<file path="config.mk">
export PLATFORM = sky130hd
export DESIGN_NAME = daisy_chain_frame_repeater_unit
export DESIGN_NICKNAME = d
export VERILOG_FILES = /design/src/design/dcfr_pkg.sv /design/src/design/daisy_chain_frame_repeater_unit.sv /design/src/design/dcfr_front.sv /design/src/design/dcfr_buffer.sv /design/src/design/dcfr_back.sv
export SDC_FILE = /design/constraint.sdc
export NUM_CORES = 2
export LEC_CHECK = 0
export BUFFER_PORTS_ARGS = -buffer_cell sky130_fd_sc_hd__buf_4
export CAP_MARGIN = 20
export CORE_UTILIZATION = 40
export CTS_CLUSTER_DIAMETER = 40
export DETAILED_ROUTE_END_ITERATION = 8
export SETUP_SLACK_MARGIN = 0.3
export SYNTH_ARGS = -nofsm -noshare
export SYNTH_HDL_FRONTEND = slang
export SYNTH_HIERARCHICAL = 1
export SYNTH_SLANG_ARGS = --single-unit
</file>
<file path="constraint.sdc">
create_clock -name clk -period 5.3 [get_ports clk]
set_input_delay 0.265 -clock clk [delete_from_list [all_inputs] [get_ports clk]]
set_output_delay 0.265 -clock clk [all_outputs]
set_load 0.02 [all_outputs]
</file>
<file path="src/design/dcfr_pkg.sv">
// ----------------------------------------------------------------------------
// dcfr_pkg: shared definitions of the daisy-chain frame repeater
// Frame constants, route codes, parser and sender states, and the frame
// descriptor that travels from the parser to the sender.
// ----------------------------------------------------------------------------
package dcfr_pkg;

  // Default payload capacity of one frame.
  localparam int MAX_PAYLOAD_DEF = 56;

  // Width of the length and payload index fields.
  localparam int LEN_W = 6;

  // Frame constants.
  localparam logic [7:0]  SYNC_BYTE     = 8'hCA;
  localparam logic [15:0] SUM_SEED      = 16'h00CA;
  localparam logic [7:0]  NODE_TX_CMD   = 8'hAA;
  localparam logic [15:0] NODE_TX_EP    = 16'hFFFE;
  localparam logic [15:0] BCAST_EP      = 16'hFFFF;
  localparam logic [15:0] LOCAL_EP      = 16'h0000;
  localparam logic [7:0]  PIXEL_CMD     = 8'h47;
  localparam logic [7:0]  PIXEL_CMD_LUT = 8'h48;

  // Route codes.
  localparam logic [1:0] ROUTE_BCAST = 2'd0;
  localparam logic [1:0] ROUTE_LOCAL = 2'd1;
  localparam logic [1:0] ROUTE_PASS  = 2'd2;

  // Receive parser states.
  typedef enum logic [3:0] {
    P_SYNC,
    P_DLEN,
    P_CLEN,
    P_CMD,
    P_PAY,
    P_EPH,
    P_EPL,
    P_SUMH,
    P_SUML
  } p_state_t;

  // Transmit sender states.
  typedef enum logic [3:0] {
    B_IDLE,
    B_PIX,
    B_SYNC,
    B_DLEN,
    B_CLEN,
    B_CMD,
    B_PRD,
    B_PDAT,
    B_EPH,
    B_EPL,
    B_SUMH,
    B_SUML
  } b_state_t;

  // Everything the sender needs to rebuild one outgoing frame.
  typedef struct packed {
    logic [1:0]       route;
    logic [7:0]       cmd;
    logic [7:0]       cmd_out;
    logic [LEN_W-1:0] dlen;
    logic [LEN_W-1:0] clen_out;
    logic [15:0]      endp_out;
    logic             pix_en;
    logic [LEN_W-1:0] pix_addr;
    logic [2:0]       pix_sel;
  } desc_t;

endpackage

</file>
<file path="src/design/daisy_chain_frame_repeater_unit.sv">
// Throughput: one received byte per cycle while a queue slot is free; the sender
// reads the pixel byte, sends the header, then fetches and sends each payload byte
// in turn (one payload memory read port), and sends every other byte directly.
// Reset: synchronous; clears the parser, the sender, the queue and the output valid.
// ----------------------------------------------------------------------------
// daisy_chain_frame_repeater_unit: daisy-chain frame repeater top level
// Receive parser, two-slot frame queue with payload banks, and transmit
// sender that rebuilds each good frame for the next node.
// ----------------------------------------------------------------------------
module daisy_chain_frame_repeater_unit #(
  parameter int MAX_PAYLOAD = dcfr_pkg::MAX_PAYLOAD_DEF
) (
  input  logic       clk,
  input  logic       rst,
  input  logic       rx_valid,
  output logic       rx_ready,
  input  logic [7:0] rx_byte,
  output logic       tx_valid,
  input  logic       tx_ready,
  output logic [7:0] tx_byte,
  output logic       last_byte,
  output logic [1:0] route,
  output logic [7:0] command_code,
  output logic       pixel_bit
);
  import dcfr_pkg::*;

  logic             push;
  desc_t            push_desc;
  logic             q_full;
  logic             pop;
  logic             q_empty;
  desc_t            head;
  logic             wr_en;
  logic [LEN_W-1:0] wr_idx;
  logic [7:0]       wr_data;
  logic             rd_en;
  logic [LEN_W-1:0] rd_idx;
  logic [7:0]       rd_data;

  // Receive parser.
  dcfr_front #(
    .MAX_PAYLOAD(MAX_PAYLOAD)
  ) u_front (
    .clk      (clk),
    .rst      (rst),
    .rx_valid (rx_valid),
    .rx_ready (rx_ready),
    .rx_byte  (rx_byte),
    .q_full   (q_full),
    .push     (push),
    .push_desc(push_desc),
    .wr_en    (wr_en),
    .wr_idx   (wr_idx),
    .wr_data  (wr_data)
  );

  // Frame queue and payload banks.
  dcfr_buffer #(
    .MAX_PAYLOAD(MAX_PAYLOAD)
  ) u_buffer (
    .clk      (clk),
    .rst      (rst),
    .push     (push),
    .push_desc(push_desc),
    .full     (q_full),
    .pop      (pop),
    .empty    (q_empty),
    .head     (head),
    .wr_en    (wr_en),
    .wr_idx   (wr_idx),
    .wr_data  (wr_data),
    .rd_en    (rd_en),
    .rd_idx   (rd_idx),
    .rd_data  (rd_data)
  );

  // Transmit sender.
  dcfr_back u_back (
    .clk         (clk),
    .rst         (rst),
    .q_empty     (q_empty),
    .head        (head),
    .pop         (pop),
    .rd_en       (rd_en),
    .rd_idx      (rd_idx),
    .rd_data     (rd_data),
    .tx_valid    (tx_valid),
    .tx_ready    (tx_ready),
    .tx_byte     (tx_byte),
    .last_byte   (last_byte),
    .route       (route),
    .command_code(command_code),
    .pixel_bit   (pixel_bit)
  );

`ifndef ASSERT_OFF
  // A frame is queued only into a free slot.
  a_push_not_full: assert property (@(posedge clk) disable iff (rst)
    push |-> !q_full)
    else $error("frame pushed into a full queue");

  // The sender releases only a frame it holds.
  a_pop_not_empty: assert property (@(posedge clk) disable iff (rst)
    pop |-> !q_empty)
    else $error("frame popped from an empty queue");

  // Payload is never written into a bank still owned by a queued frame.
  a_write_free_bank: assert property (@(posedge clk) disable iff (rst)
    wr_en |-> !q_full)
    else $error("payload write while both banks are in use");

  // The final byte of a frame is loaded into the output register as its slot is released.
  a_last_pops: assert property (@(posedge clk) disable iff (rst)
    pop |=> (tx_valid && last_byte))
    else $error("slot released without a final byte");
`endif

endmodule

</file>
<file path="src/design/dcfr_front.sv">
// ----------------------------------------------------------------------------
// dcfr_front: receive parser
// Parses incoming link bytes, checks lengths and checksum, stores the
// payload and pushes a classified frame descriptor for each good frame.
// ----------------------------------------------------------------------------
module dcfr_front #(
  parameter int MAX_PAYLOAD = dcfr_pkg::MAX_PAYLOAD_DEF
) (
  input  logic                      clk,
  input  logic                      rst,
  input  logic                      rx_valid,
  output logic                      rx_ready,
  input  logic [7:0]                rx_byte,
  input  logic                      q_full,
  output logic                      push,
  output dcfr_pkg::desc_t           push_desc,
  output logic                      wr_en,
  output logic [dcfr_pkg::LEN_W-1:0] wr_idx,
  output logic [7:0]                wr_data
);
  import dcfr_pkg::*;

  p_state_t         state, state_next;
  logic [LEN_W-1:0] dlen, dlen_next;
  logic [LEN_W-1:0] clen, clen_next;
  logic [7:0]       cmd, cmd_next;
  logic [LEN_W-1:0] pidx, pidx_next;
  logic [15:0]      rsum, rsum_next;
  logic [15:0]      ep, ep_next;
  logic [7:0]       sumh, sumh_next;
  logic             acc;
  logic [15:0]      rsum_add;
  logic [LEN_W-1:0] pidx_inc;
  logic [15:0]      pix_pos;
  logic [12:0]      pix_byte;
  logic             pix_cmd;

  // Requests are taken only while a buffer bank is free.
  assign rx_ready = !q_full;
  assign acc      = rx_valid && rx_ready;
  assign rsum_add = rsum + {8'h00, rx_byte};
  assign pidx_inc = pidx + LEN_W'(1);
  assign wr_idx   = pidx;
  assign wr_data  = rx_byte;

  // State registers.
  always_ff @(posedge clk) begin
    if (rst) begin
      state <= P_SYNC;
      dlen  <= '0;
      clen  <= '0;
      cmd   <= '0;
      pidx  <= '0;
      rsum  <= '0;
      ep    <= '0;
      sumh  <= '0;
    end else begin
      state <= state_next;
      dlen  <= dlen_next;
      clen  <= clen_next;
      cmd   <= cmd_next;
      pidx  <= pidx_next;
      rsum  <= rsum_next;
      ep    <= ep_next;
      sumh  <= sumh_next;
    end
  end

  // Frame parser.
  always_comb begin
    state_next = state;
    dlen_next  = dlen;
    clen_next  = clen;
    cmd_next   = cmd;
    pidx_next  = pidx;
    rsum_next  = rsum;
    ep_next    = ep;
    sumh_next  = sumh;
    push       = 1'b0;
    wr_en      = 1'b0;
    if (acc) begin
      unique case (state)
        P_SYNC: begin
          if (rx_byte == SYNC_BYTE) begin
            rsum_next  = SUM_SEED;
            state_next = P_DLEN;
          end
        end
        P_DLEN: begin
          if (rx_byte > 8'(MAX_PAYLOAD)) begin
            state_next = P_SYNC;
          end else begin
            dlen_next  = rx_byte[LEN_W-1:0];
            rsum_next  = rsum_add;
            state_next = P_CLEN;
          end
        end
        P_CLEN: begin
          if (rx_byte > {{(8-LEN_W){1'b0}}, dlen}) begin
            state_next = P_SYNC;
          end else begin
            clen_next  = rx_byte[LEN_W-1:0];
            pidx_next  = '0;
            rsum_next  = rsum_add;
            state_next = P_CMD;
          end
        end
        P_CMD: begin
          cmd_next   = rx_byte;
          rsum_next  = rsum_add;
          state_next = (dlen == '0) ? P_EPH : P_PAY;
        end
        P_PAY: begin
          wr_en     = 1'b1;
          pidx_next = pidx_inc;
          rsum_next = rsum_add;
          if (pidx_inc >= dlen) begin
            state_next = P_EPH;
          end
        end
        P_EPH: begin
          ep_next    = {rx_byte, 8'h00};
          rsum_next  = rsum_add;
          state_next = P_EPL;
        end
        P_EPL: begin
          ep_next    = {ep[15:8], rx_byte};
          rsum_next  = rsum_add;
          state_next = P_SUMH;
        end
        P_SUMH: begin
          sumh_next  = rx_byte;
          state_next = P_SUML;
        end
        P_SUML: begin
          push       = ({sumh, rx_byte} == rsum);
          state_next = P_SYNC;
        end
        default: begin
          state_next = P_SYNC;
        end
      endcase
    end
  end

  // Frame classification for the descriptor.
  always_comb begin
    push_desc     = '0;
    push_desc.cmd = cmd;
    push_desc.dlen = dlen;
    pix_pos       = 16'h0000;
    if (ep == BCAST_EP) begin
      push_desc.route    = ROUTE_BCAST;
      push_desc.cmd_out  = cmd;
      push_desc.clen_out = clen;
      push_desc.endp_out = ep;
    end else if (ep == LOCAL_EP) begin
      push_desc.route    = ROUTE_LOCAL;
      push_desc.cmd_out  = NODE_TX_CMD;
      push_desc.clen_out = '0;
      push_desc.endp_out = NODE_TX_EP;
    end else begin
      push_desc.route    = ROUTE_PASS;
      push_desc.cmd_out  = cmd;
      push_desc.clen_out = clen;
      push_desc.endp_out = ep - 16'd1;
      pix_pos            = ep;
    end
    // The pixel bit exists only for pixel commands and inside the payload.
    pix_cmd            = (cmd == PIXEL_CMD) || (cmd == PIXEL_CMD_LUT);
    pix_byte           = pix_pos[15:3];
    push_desc.pix_en   = pix_cmd && (pix_byte < {{(13-LEN_W){1'b0}}, dlen});
    push_desc.pix_addr = pix_byte[LEN_W-1:0];
    push_desc.pix_sel  = pix_pos[2:0];
  end

endmodule

</file>
<file path="src/design/dcfr_buffer.sv">
// ----------------------------------------------------------------------------
// dcfr_buffer: frame queue between parser and sender
// Two descriptor slots, each owning one bank of the payload memory. A bank
// is written only while its slot is free and read until the slot is popped.
// ----------------------------------------------------------------------------
module dcfr_buffer #(
  parameter int MAX_PAYLOAD = dcfr_pkg::MAX_PAYLOAD_DEF
) (
  input  logic                       clk,
  input  logic                       rst,
  input  logic                       push,
  input  dcfr_pkg::desc_t            push_desc,
  output logic                       full,
  input  logic                       pop,
  output logic                       empty,
  output dcfr_pkg::desc_t            head,
  input  logic                       wr_en,
  input  logic [dcfr_pkg::LEN_W-1:0] wr_idx,
  input  logic [7:0]                 wr_data,
  input  logic                       rd_en,
  input  logic [dcfr_pkg::LEN_W-1:0] rd_idx,
  output logic [7:0]                 rd_data
);
  import dcfr_pkg::*;

  localparam int MEM_D  = 2 * MAX_PAYLOAD;
  localparam int ADDR_W = $clog2(MEM_D);

  desc_t             slot [2];
  logic              wr_ptr;
  logic              rd_ptr;
  logic [1:0]        count;
  logic [7:0]        mem [MEM_D];
  logic [ADDR_W-1:0] waddr;
  logic [ADDR_W-1:0] raddr;

  assign full  = (count == 2'd2);
  assign empty = (count == 2'd0);
  assign head  = slot[rd_ptr];

  // Bank base follows the slot that owns the frame.
  assign waddr = wr_ptr ? ADDR_W'(MAX_PAYLOAD) + ADDR_W'(wr_idx) : ADDR_W'(wr_idx);
  assign raddr = rd_ptr ? ADDR_W'(MAX_PAYLOAD) + ADDR_W'(rd_idx) : ADDR_W'(rd_idx);

  // Descriptor queue pointers and fill count.
  always_ff @(posedge clk) begin
    if (rst) begin
      wr_ptr <= 1'b0;
      rd_ptr <= 1'b0;
      count  <= 2'd0;
    end else begin
      if (push) begin
        wr_ptr <= !wr_ptr;
      end
      if (pop) begin
        rd_ptr <= !rd_ptr;
      end
      if (push && !pop) begin
        count <= count + 2'd1;
      end else if (pop && !push) begin
        count <= count - 2'd1;
      end
    end
  end

  // Descriptor storage.
  always_ff @(posedge clk) begin
    if (push) begin
      slot[wr_ptr] <= push_desc;
    end
  end

  // Payload memory with registered read.
  always_ff @(posedge clk) begin
    if (wr_en) begin
      mem[waddr] <= wr_data;
    end
    if (rd_en) begin
      rd_data <= mem[raddr];
    end
  end

endmodule

</file>
<file path="src/design/dcfr_back.sv">
// ----------------------------------------------------------------------------
// dcfr_back: transmit sender
// Rebuilds the outgoing frame from the head descriptor and its payload
// bank, recomputes the checksum and drives the output register.
// ----------------------------------------------------------------------------
module dcfr_back (
  input  logic                       clk,
  input  logic                       rst,
  input  logic                       q_empty,
  input  dcfr_pkg::desc_t            head,
  output logic                       pop,
  output logic                       rd_en,
  output logic [dcfr_pkg::LEN_W-1:0] rd_idx,
  input  logic [7:0]                 rd_data,
  output logic                       tx_valid,
  input  logic                       tx_ready,
  output logic [7:0]                 tx_byte,
  output logic                       last_byte,
  output logic [1:0]                 route,
  output logic [7:0]                 command_code,
  output logic                       pixel_bit
);
  import dcfr_pkg::*;

  b_state_t         state, state_next;
  logic [LEN_W-1:0] idx, idx_next;
  logic [15:0]      sum, sum_next;
  logic             pix, pix_next;
  logic             out_free;
  logic             load;
  logic [7:0]       load_byte;
  logic             load_last;
  logic [LEN_W-1:0] idx_inc;

  assign out_free = !tx_valid || tx_ready;
  assign idx_inc  = idx + LEN_W'(1);

  // Control registers.
  always_ff @(posedge clk) begin
    if (rst) begin
      state <= B_IDLE;
      idx   <= '0;
      sum   <= '0;
      pix   <= 1'b0;
    end else begin
      state <= state_next;
      idx   <= idx_next;
      sum   <= sum_next;
      pix   <= pix_next;
    end
  end

  // Output register: a new byte is loaded when the slot is empty or taken.
  always_ff @(posedge clk) begin
    if (rst) begin
      tx_valid <= 1'b0;
    end else if (load) begin
      tx_valid <= 1'b1;
    end else if (tx_ready) begin
      tx_valid <= 1'b0;
    end
  end

  always_ff @(posedge clk) begin
    if (load) begin
      tx_byte      <= load_byte;
      last_byte    <= load_last;
      route        <= head.route;
      command_code <= head.cmd;
      pixel_bit    <= pix;
    end
  end

  // Frame sequencer.
  always_comb begin
    state_next = state;
    idx_next   = idx;
    sum_next   = sum;
    pix_next   = pix;
    pop        = 1'b0;
    rd_en      = 1'b0;
    rd_idx     = idx;
    load       = 1'b0;
    load_byte  = 8'h00;
    load_last  = 1'b0;
    unique case (state)
      B_IDLE: begin
        if (!q_empty) begin
          rd_en      = 1'b1;
          rd_idx     = head.pix_addr;
          state_next = B_PIX;
        end
      end
      B_PIX: begin
        pix_next   = head.pix_en && rd_data[head.pix_sel];
        state_next = B_SYNC;
      end
      B_SYNC: begin
        if (out_free) begin
          load       = 1'b1;
          load_byte  = SYNC_BYTE;
          sum_next   = SUM_SEED;
          state_next = B_DLEN;
        end
      end
      B_DLEN: begin
        if (out_free) begin
          load       = 1'b1;
          load_byte  = {{(8-LEN_W){1'b0}}, head.dlen};
          sum_next   = sum + {8'h00, load_byte};
          state_next = B_CLEN;
        end
      end
      B_CLEN: begin
        if (out_free) begin
          load       = 1'b1;
          load_byte  = {{(8-LEN_W){1'b0}}, head.clen_out};
          sum_next   = sum + {8'h00, load_byte};
          state_next = B_CMD;
        end
      end
      B_CMD: begin
        if (out_free) begin
          load       = 1'b1;
          load_byte  = head.cmd_out;
          sum_next   = sum + {8'h00, load_byte};
          idx_next   = '0;
          state_next = (head.dlen == '0) ? B_EPH : B_PRD;
        end
      end
      B_PRD: begin
        // Fetch the payload byte; bytes past the command length are zero.
        rd_en      = (idx < head.clen_out);
        state_next = B_PDAT;
      end
      B_PDAT: begin
        if (out_free) begin
          load       = 1'b1;
          load_byte  = (idx < head.clen_out) ? rd_data : 8'h00;
          sum_next   = sum + {8'h00, load_byte};
          idx_next   = idx_inc;
          state_next = (idx_inc == head.dlen) ? B_EPH : B_PRD;
        end
      end
      B_EPH: begin
        if (out_free) begin
          load       = 1'b1;
          load_byte  = head.endp_out[15:8];
          sum_next   = sum + {8'h00, load_byte};
          state_next = B_EPL;
        end
      end
      B_EPL: begin
        if (out_free) begin
          load       = 1'b1;
          load_byte  = head.endp_out[7:0];
          sum_next   = sum + {8'h00, load_byte};
          state_next = B_SUMH;
        end
      end
      B_SUMH: begin
        if (out_free) begin
          load       = 1'b1;
          load_byte  = sum[15:8];
          state_next = B_SUML;
        end
      end
      B_SUML: begin
        if (out_free) begin
          load       = 1'b1;
          load_byte  = sum[7:0];
          load_last  = 1'b1;
          pop        = 1'b1;
          state_next = B_IDLE;
        end
      end
      default: begin
        state_next = B_IDLE;
      end
    endcase
  end

endmodule

</file>
# Word level (Yosys, flattened, before mapping)
# Memories as Yosys holds them, arrays and structs flattened. A register that Yosys moved wholly into a read port is not among the register bits.
# Index checks and enable logic that the tools add are counted.
# word_totals
regBits	122
latch_bits	0
ram_bits	1008
rom_bits	0
input_bits	12
output_inout_bits	22
wordCells	208
mem_count	2
# memory_table
memory	depth	width	rd	rd_ports_with_merged_regs	wr	line	source
u_buffer.mem	112	8	1	1	1	dcfr_buffer.sv:33	logic [7:0] mem [MEM_D];
u_buffer.slot	2	56	1	1	1	dcfr_buffer.sv:29	desc_t slot [2];
# op_classes
n_addsub	14
mul	0
div_mod_pow	0
n_lt_le_gt_ge	6
n_eq_ne	40
shift	0
mux	81
n_bitwise	3
reduce_logical	40
# ops
op	n
$mux W16	12
$pmux W16 S7	1
$add A16 B8 Y16	5
$mux W8	10
$pmux W8 S9	1
$pmux W16 S4	1
$mux W4	14
$pmux W4 S12	1
$mux W22	2
$mux W6	7
$add A16 B6 Y16	2
$eq A4 B3 Y1 const B	8
$pmux W16 S2	1
$pmux W4 S8	1
$pmux W6 S2	2
$ne A2 B1 Y1 const B	11
$eq A4 B4 Y1 const B	5
$mux W1	18
$reduce_and A3 Y1	6
$eq A16 B16 Y1	1
$eq A16 B16 Y1 const B	1
$eq A4 B2 Y1 const B	4
$eq A8 B7 Y1 const B	2
$logic_not A16 Y1	1
36 further kinds	67

# Longest topological paths before layout
# logic_depth
word_depth	8
depth_mapped	16
ltp_nobuf	14

# Hierarchy
# The synthesis kept the hierarchy.
# by_module_without_submodules
mod	instances	cells_each	area_each_um2	seq_area_each_um2
dcfr_buffer	1	1769	39272.7	30609.4
dcfr_front	1	565	4539.4	1401.3
dcfr_back	1	388	3408.3	1161.1

# Worst setup path before layout
# OpenSTA, ideal clock, no wires.
# synth_path
path_type	register to register
startpoint	register u_front.rsum[7]
endpoint	memory u_buffer/slot[0][0] (netlist bit), enable pin
setup_time_ns	0.476
t_arrival_ns	3.941
t_required_ns	4.824
path_slack_ns	0.883
stages_incl_launch_ff	6
path_buffers	0
cell_sequence	dfxtp_1 ha_1 nor4b_1 nand4_1 nor3_1 nor2b_1
# synth_via
elab_chain_cells	5
# synth_rtl
item	line	source
start: declaration	dcfr_front.sv:28	logic [15:0] rsum, rsum_next;
start signal: assignment	dcfr_front.sv:63	rsum <= rsum_next;
$eq A16 B16 Y1	dcfr_front.sv:136	push = ({sumh, rx_byte} == rsum);
$mux W1	dcfr_front.sv:82	unique case (state)
$mux W1	dcfr_front.sv:81	if (acc) begin
net push	daisy_chain_frame_repeater_unit.sv:28	logic push;
$mux W1	dcfr_buffer.sv:68	if (push) begin
$mux W1 (implied by the code)	dcfr_buffer.sv:69	slot[wr_ptr] <= push_desc;
end: declaration	dcfr_buffer.sv:29	
# The timed path passes the listed nets, and every way through them passes these cells.

# Worst setup path in the final report
# layout_path
startpoint	register u_back.state[3]
endpoint	register u_buffer.rd_data[3] (read register of u_buffer.mem), data pin
# layout_via
elab_chain_cells	4
# layout_rtl
item	line	source
start: declaration	dcfr_back.sv:25	b_state_t state, state_next;
start signal: assignment	dcfr_back.sv:46	state <= state_next;
$logic_not A4 Y1 (*)	dcfr_back.sv:86	unique case (state)
$mux W6 (*)	dcfr_back.sv:86	
net rd_idx[3]	daisy_chain_frame_repeater_unit.sv:38	logic [LEN_W-1:0] rd_idx;
$add A6 B6 Y7	dcfr_buffer.sv:43	assign raddr = rd_ptr ? ADDR_W'(MAX_PAYLOAD) + ADDR_W'(rd_idx) : ADDR_W'(rd_idx);
$mux W7 (*)	dcfr_buffer.sv:43	
end: declaration	dcfr_buffer.sv:22	output logic [7:0] rd_data
# Mark *: on every way through the listed nets, which the timed path passes. The rest lies on a longest branch.
# A chain may end at the register's enable or synchronous reset.

==> impl_results.html <==
<table>
<tr><th>Metric</th><th>Value</th></tr>
<tr><th colspan="2">Yosys</th></tr>
<tr><td>Count of flip-flops with a built-in enable after synthesis</td><td>1036</td></tr>
<tr><td>Post-Syn Instances</td><td>2722</td></tr>
<tr><td>Number of distinct library cell variants in the gate-level netlist after synthesis</td><td>86</td></tr>
<tr><td>Mapped cell area</td><td>47200 µm²</td></tr>
<tr><td>Proportion of synthesized flip-flops having asynchronous set or reset</td><td>0%</td></tr>
<tr><td>Sequential cell area fraction in the yosys report</td><td>70.2%</td></tr>
<tr><td>Flip-flop cell with the highest count after synthesis</td><td>sky130_fd_sc_hd__edfxtp_1</td></tr>
<tr><td>Total number of yosys warnings</td><td>6</td></tr>
<tr><td>Number of flip-flops and latches in the synthesized netlist</td><td>1139</td></tr>
<tr><td>Net count after synthesis</td><td>2782</td></tr>
<tr><td>Post-Syn Area per Cell</td><td>17.3 µm²</td></tr>
<tr><th colspan="2">Global route</th></tr>
<tr><td>Wire length of the first global-routing pass</td><td>173000 µm</td></tr>
<tr><td>Number of global-route vias before repair</td><td>26400</td></tr>
<tr><td>Antenna violations before repair</td><td>2</td></tr>
<tr><td>Aggregate global routing overflow</td><td>0</td></tr>
<tr><td>Total global-route track usage</td><td>19.2%</td></tr>
<tr><td>Largest net degree at the start of global routing</td><td>83</td></tr>
<tr><th colspan="2">Power</th></tr>
<tr><td>Leakage Power</td><td>17.2 nW</td></tr>
<tr><td>Internal power of the cells</td><td>0.0161 W</td></tr>
<tr><td>Fraction of power consumed by the clock network</td><td>48.3%</td></tr>
<tr><td>Switching Share</td><td>21.8%</td></tr>
<tr><td>Cell area power density</td><td>379 nW/µm²</td></tr>
<tr><td>Maximum resistive drop on vdd</td><td>377 µV</td></tr>
<tr><td>Combinational fraction of design power</td><td>3.7%</td></tr>
<tr><td>Net switching power</td><td>0.00449 W</td></tr>
<tr><td>Register share of total power</td><td>48.0%</td></tr>
<tr><th colspan="2">Route</th></tr>
<tr><td>Routed vias/inst</td><td>5.81</td></tr>
<tr><td>Number of iterations in the first detailed-routing pass</td><td>6</td></tr>
<tr><td>DRC viols</td><td>0</td></tr>
<tr><td>WL/cell</td><td>25.5 µm</td></tr>
<tr><td>Antenna viol nets, final</td><td>0</td></tr>
<tr><td>First-iteration detailed-routing DRC count</td><td>2537</td></tr>
<tr><td>Sum of routed wire length over all layers</td><td>114000 µm</td></tr>
<tr><td>Via count of the routed design</td><td>26000</td></tr>
<tr><th colspan="2">Floorplan</th></tr>
<tr><td>Die Height</td><td>346 µm</td></tr>
<tr><td>I/O pin total</td><td>34</td></tr>
<tr><td>Die Width</td><td>346 µm</td></tr>
<tr><td>Die Outline Area</td><td>119000 µm²</td></tr>
<tr><td>Initial core utilization</td><td>40.5%</td></tr>
<tr><td>Core box area</td><td>117000 µm²</td></tr>
<tr><td>Row count</td><td>125</td></tr>
<tr><th colspan="2">Status</th></tr>
<tr><td>Status</td><td>complete, no violations</td></tr>
<tr><th colspan="2">Setup path</th></tr>
<tr><td>Data required time of the worst path</td><td>5.92 ns</td></tr>
<tr><td>Sort of element at the start of the critical path</td><td>flop</td></tr>
<tr><td>Reg-to-reg slack, setup</td><td>0.75 ns</td></tr>
<tr><td>Crit. End Element</td><td>flop</td></tr>
<tr><td>Arrival time of the worst setup path</td><td>5.16 ns</td></tr>
<tr><td>Critical path start-end classification</td><td>flop to flop</td></tr>
<tr><td>Worst-path fanout max</td><td>24</td></tr>
<tr><th colspan="2">Layout</th></tr>
<tr><td>Number of nets in the layout</td><td>2891</td></tr>
<tr><td>Antenna cells</td><td>0</td></tr>
<tr><td>Synth-to-Final Area Change</td><td>15.1%</td></tr>
<tr><td>Share of cells above drive strength 1</td><td>24.4%</td></tr>
<tr><td>Filler cells</td><td>9723</td></tr>
<tr><td>Most common cell after layout, fill and taps aside</td><td>sky130_fd_sc_hd__edfxtp_1</td></tr>
<tr><td>Most used cells in the layout excluding fill and tap cells</td><td>sky130_fd_sc_hd__edfxtp_1, sky130_fd_sc_hd__nor2_1, sky130_fd_sc_hd__mux4_2, sky130_fd_sc_hd__clkbuf_16, sky130_fd_sc_hd__mux2_2</td></tr>
<tr><th colspan="2">CTS</th></tr>
<tr><td>Maximum level of the CTS H-tree</td><td>4</td></tr>
<tr><td>Clock transition at the registers of the reported paths</td><td>0.06 ns</td></tr>
<tr><td>Post-CTS setup buffers</td><td>0</td></tr>
<tr><td>Clock Sink Count</td><td>1139</td></tr>
<tr><td>Total clock buffers created by CTS</td><td>147</td></tr>
<tr><td>Clk root buf</td><td>sky130_fd_sc_hd__clkbuf_16</td></tr>
<tr><td>Worst-skew pair later-pin latency</td><td>0.75 ns</td></tr>
<tr><td>Max Buffers Root-to-Sink</td><td>3</td></tr>
<tr><td>TritonCTS clock tree</td><td>yes</td></tr>
<tr><th colspan="2">Timing</th></tr>
<tr><td>Maximum clock rate</td><td>0.220 GHz</td></tr>
<tr><td>Final setup violating endpoints</td><td>0</td></tr>
<tr><td>Final critical-path share of the clock period</td><td>85.8%</td></tr>
<tr><td>Unrepaired setup endpoints after global routing</td><td>false</td></tr>
<tr><td>Normalized max-slew margin</td><td>25.2%</td></tr>
<tr><td>Hold Fails Final Rpt</td><td>0</td></tr>
<tr><td>Slew at the pin closest to its max-slew limit</td><td>1.11 ns</td></tr>
<tr><td>Total Negative Setup Slacks</td><td>0 ns</td></tr>
<tr><td>Number of slew-limit violations in the final report</td><td>0</td></tr>
<tr><td>Fin worst setup slack</td><td>0.755 ns</td></tr>
<tr><td>Final clock skew</td><td>0.0272 ns</td></tr>
<tr><td>Minimum clock period after layout</td><td>4.55 ns</td></tr>
<tr><th colspan="2">Placement</th></tr>
<tr><td>Post-DP HPWL</td><td>70900 µm</td></tr>
<tr><td>Placer's final routability congestion estimate</td><td>0.879</td></tr>
<tr><td>Post-placement worst setup slack</td><td>0.851 ns</td></tr>
<tr><td>Port Buf Inserts</td><td>33</td></tr>
<tr><th colspan="2">Run</th></tr>
<tr><td>MaxCap Viol Count</td><td>0</td></tr>
<tr><th colspan="2">Min path</th></tr>
<tr><td>Hold crit path type</td><td>input pin to flop</td></tr>
</table>
[layer usage]
metal  global-route usage (%)  routed length, µm  up-vias
li1                         -                  -    11200
met1                     26.0              48200    13600
met2                     31.7              56200      993
met3                     3.37               6880      203
met4                     5.82               2880        0
met5                        0                  0        -
[Yosys cell counts, types with 9 or more instances]
master / n / share of area, %
sky130_fd_sc_hd__edfxtp_1: 1036 / 66
sky130_fd_sc_hd__nor2_1: 237 / 1.9
sky130_fd_sc_hd__mux4_2: 234 / 11
sky130_fd_sc_hd__mux2_2: 124 / 3.0
sky130_fd_sc_hd__dfxtp_1: 103 / 4.4
sky130_fd_sc_hd__clkbuf_1: 81 / 0.64
sky130_fd_sc_hd__nand2_1: 79 / 0.63
sky130_fd_sc_hd__a21oi_1: 78 / 0.83
sky130_fd_sc_hd__o22ai_1: 69 / 0.91
sky130_fd_sc_hd__ha_1: 46 / 1.2
sky130_fd_sc_hd__inv_1: 37 / 0.29
sky130_fd_sc_hd__nand3_1: 34 / 0.36
sky130_fd_sc_hd__o21ai_0: 34 / 0.36
sky130_fd_sc_hd__nand2b_1: 31 / 0.41
sky130_fd_sc_hd__xnor2_1: 30 / 0.56
sky130_fd_sc_hd__nor3_1: 28 / 0.30
sky130_fd_sc_hd__and2_1: 27 / 0.36
sky130_fd_sc_hd__buf_4: 27 / 0.43
sky130_fd_sc_hd__mux2i_1: 27 / 0.57
sky130_fd_sc_hd__nor2b_1: 25 / 0.33
sky130_fd_sc_hd__nor4_1: 24 / 0.32
sky130_fd_sc_hd__nand4_1: 23 / 0.30
sky130_fd_sc_hd__buf_2: 21 / 0.22
sky130_fd_sc_hd__a31oi_1: 19 / 0.25
sky130_fd_sc_hd__a22oi_1: 18 / 0.29
sky130_fd_sc_hd__or3_1: 18 / 0.24
sky130_fd_sc_hd__xor2_1: 16 / 0.30
sky130_fd_sc_hd__a21o_1: 10 / 0.16
sky130_fd_sc_hd__and3_1: 10 / 0.13
sky130_fd_sc_hd__o211ai_1: 10 / 0.16
sky130_fd_sc_hd__a211oi_1: 9 / 0.14
sky130_fd_sc_hd__buf_6: 9 / 0.21
sky130_fd_sc_hd__mux2_1: 9 / 0.21
[final timing paths]
kind | startpoint | to | cells past startpoint
setup reg to reg | u_back/state[3] | u_buffer/rd_data[3] | 13
hold / removal | rx_byte[3] | u_buffer/mem[26][3] | 1
setup / recovery | u_back/state[3] | u_buffer/rd_data[3] | 13
hold reg to reg | u_front/rsum[2] | u_front/rsum[2] | 2
[sequential cells by signal (all words and copies together) (netlist names), 16 cells and up, named ones only]
signal,flops
u_back/sum,16
u_buffer/mem,896
u_buffer/slot,112
u_front/ep,16
u_front/rsum,16
[power groups by stage]
stage	sequential, W	combinational (W)	clock, W
detailed placement	0.0101	0.000757	0
global placement	0.0101	0.000734	0
finish	0.00990	0.000763	0.00995
floorplan	0.0101	0.000444	0
CTS	0.00990	0.000760	0.0101
global route	0.00991	0.000827	0.0105
[logic make-up (layout without fill, tap and decap cells)]
group / Yosys count / count (layout) / share of synthesized area (%)
AOI/OAI and AO/OA: 330 / 330 / 4.70
xor gates and xnor gates: 46 / 46 / 0.853
adders and majority gates: 48 / 48 / 1.30
buffers and inverters: 185 / 418 / 1.89
DFF: 1139 / 1139 / 70.2
muxes: 395 / 395 / 15.0
and+or+nand+nor: 579 / 579 / 6.06
[stage by stage]
step                      std cells  util [%]  total power (W)  hold WS [ns]  instance area [µm²]
final                          4479      46.6           0.0206        0.0386                54300
after global routing           4479      46.6           0.0212        0.0401                54300
after CTS                      4479      46.6           0.0208        0.0271                54300
after detailed placement       4205      42.3           0.0108         0.452                49400
after global placement         4205      42.3           0.0108         0.444                49400
after floorplan                2722         -           0.0106         0.334                47200
[area by class of cell]
class                      instances  area (µm²)  area share, %
clock buffer                     180        3930           7.23
clock inverter                    93        1040           1.92
inverter                          39         146          0.269
multi-input combinational       1398       13200           24.3
sequential                      1139       33200           61.0
tap                             1524        1910           3.51
timing repair buffer             106         936           1.72
[worst max-delay path, stage by stage, from the launching register on]
cell and delay (ns):
sky130_fd_sc_hd__dfxtp_1 0.53, sky130_fd_sc_hd__or3_4 0.46, sky130_fd_sc_hd__or3_1 0.51, sky130_fd_sc_hd__mux2_2 0.39, sky130_fd_sc_hd__inv_1 0.09, sky130_fd_sc_hd__ha_1 0.37, sky130_fd_sc_hd__inv_1 0.10, sky130_fd_sc_hd__o21ai_0 0.09
sky130_fd_sc_hd__buf_4 0.16, sky130_fd_sc_hd__nand2b_1 0.28, sky130_fd_sc_hd__o22ai_1 0.24, sky130_fd_sc_hd__nor4_1 0.75, sky130_fd_sc_hd__buf_4 0.24, sky130_fd_sc_hd__o221a_1 0.17
[what timing repair did]
action,CTS,global route
resized for setup,0,0
endpoints found under the hold margin,31,0
hold buffers,1,0
Power figures use the tool's default switching activity.
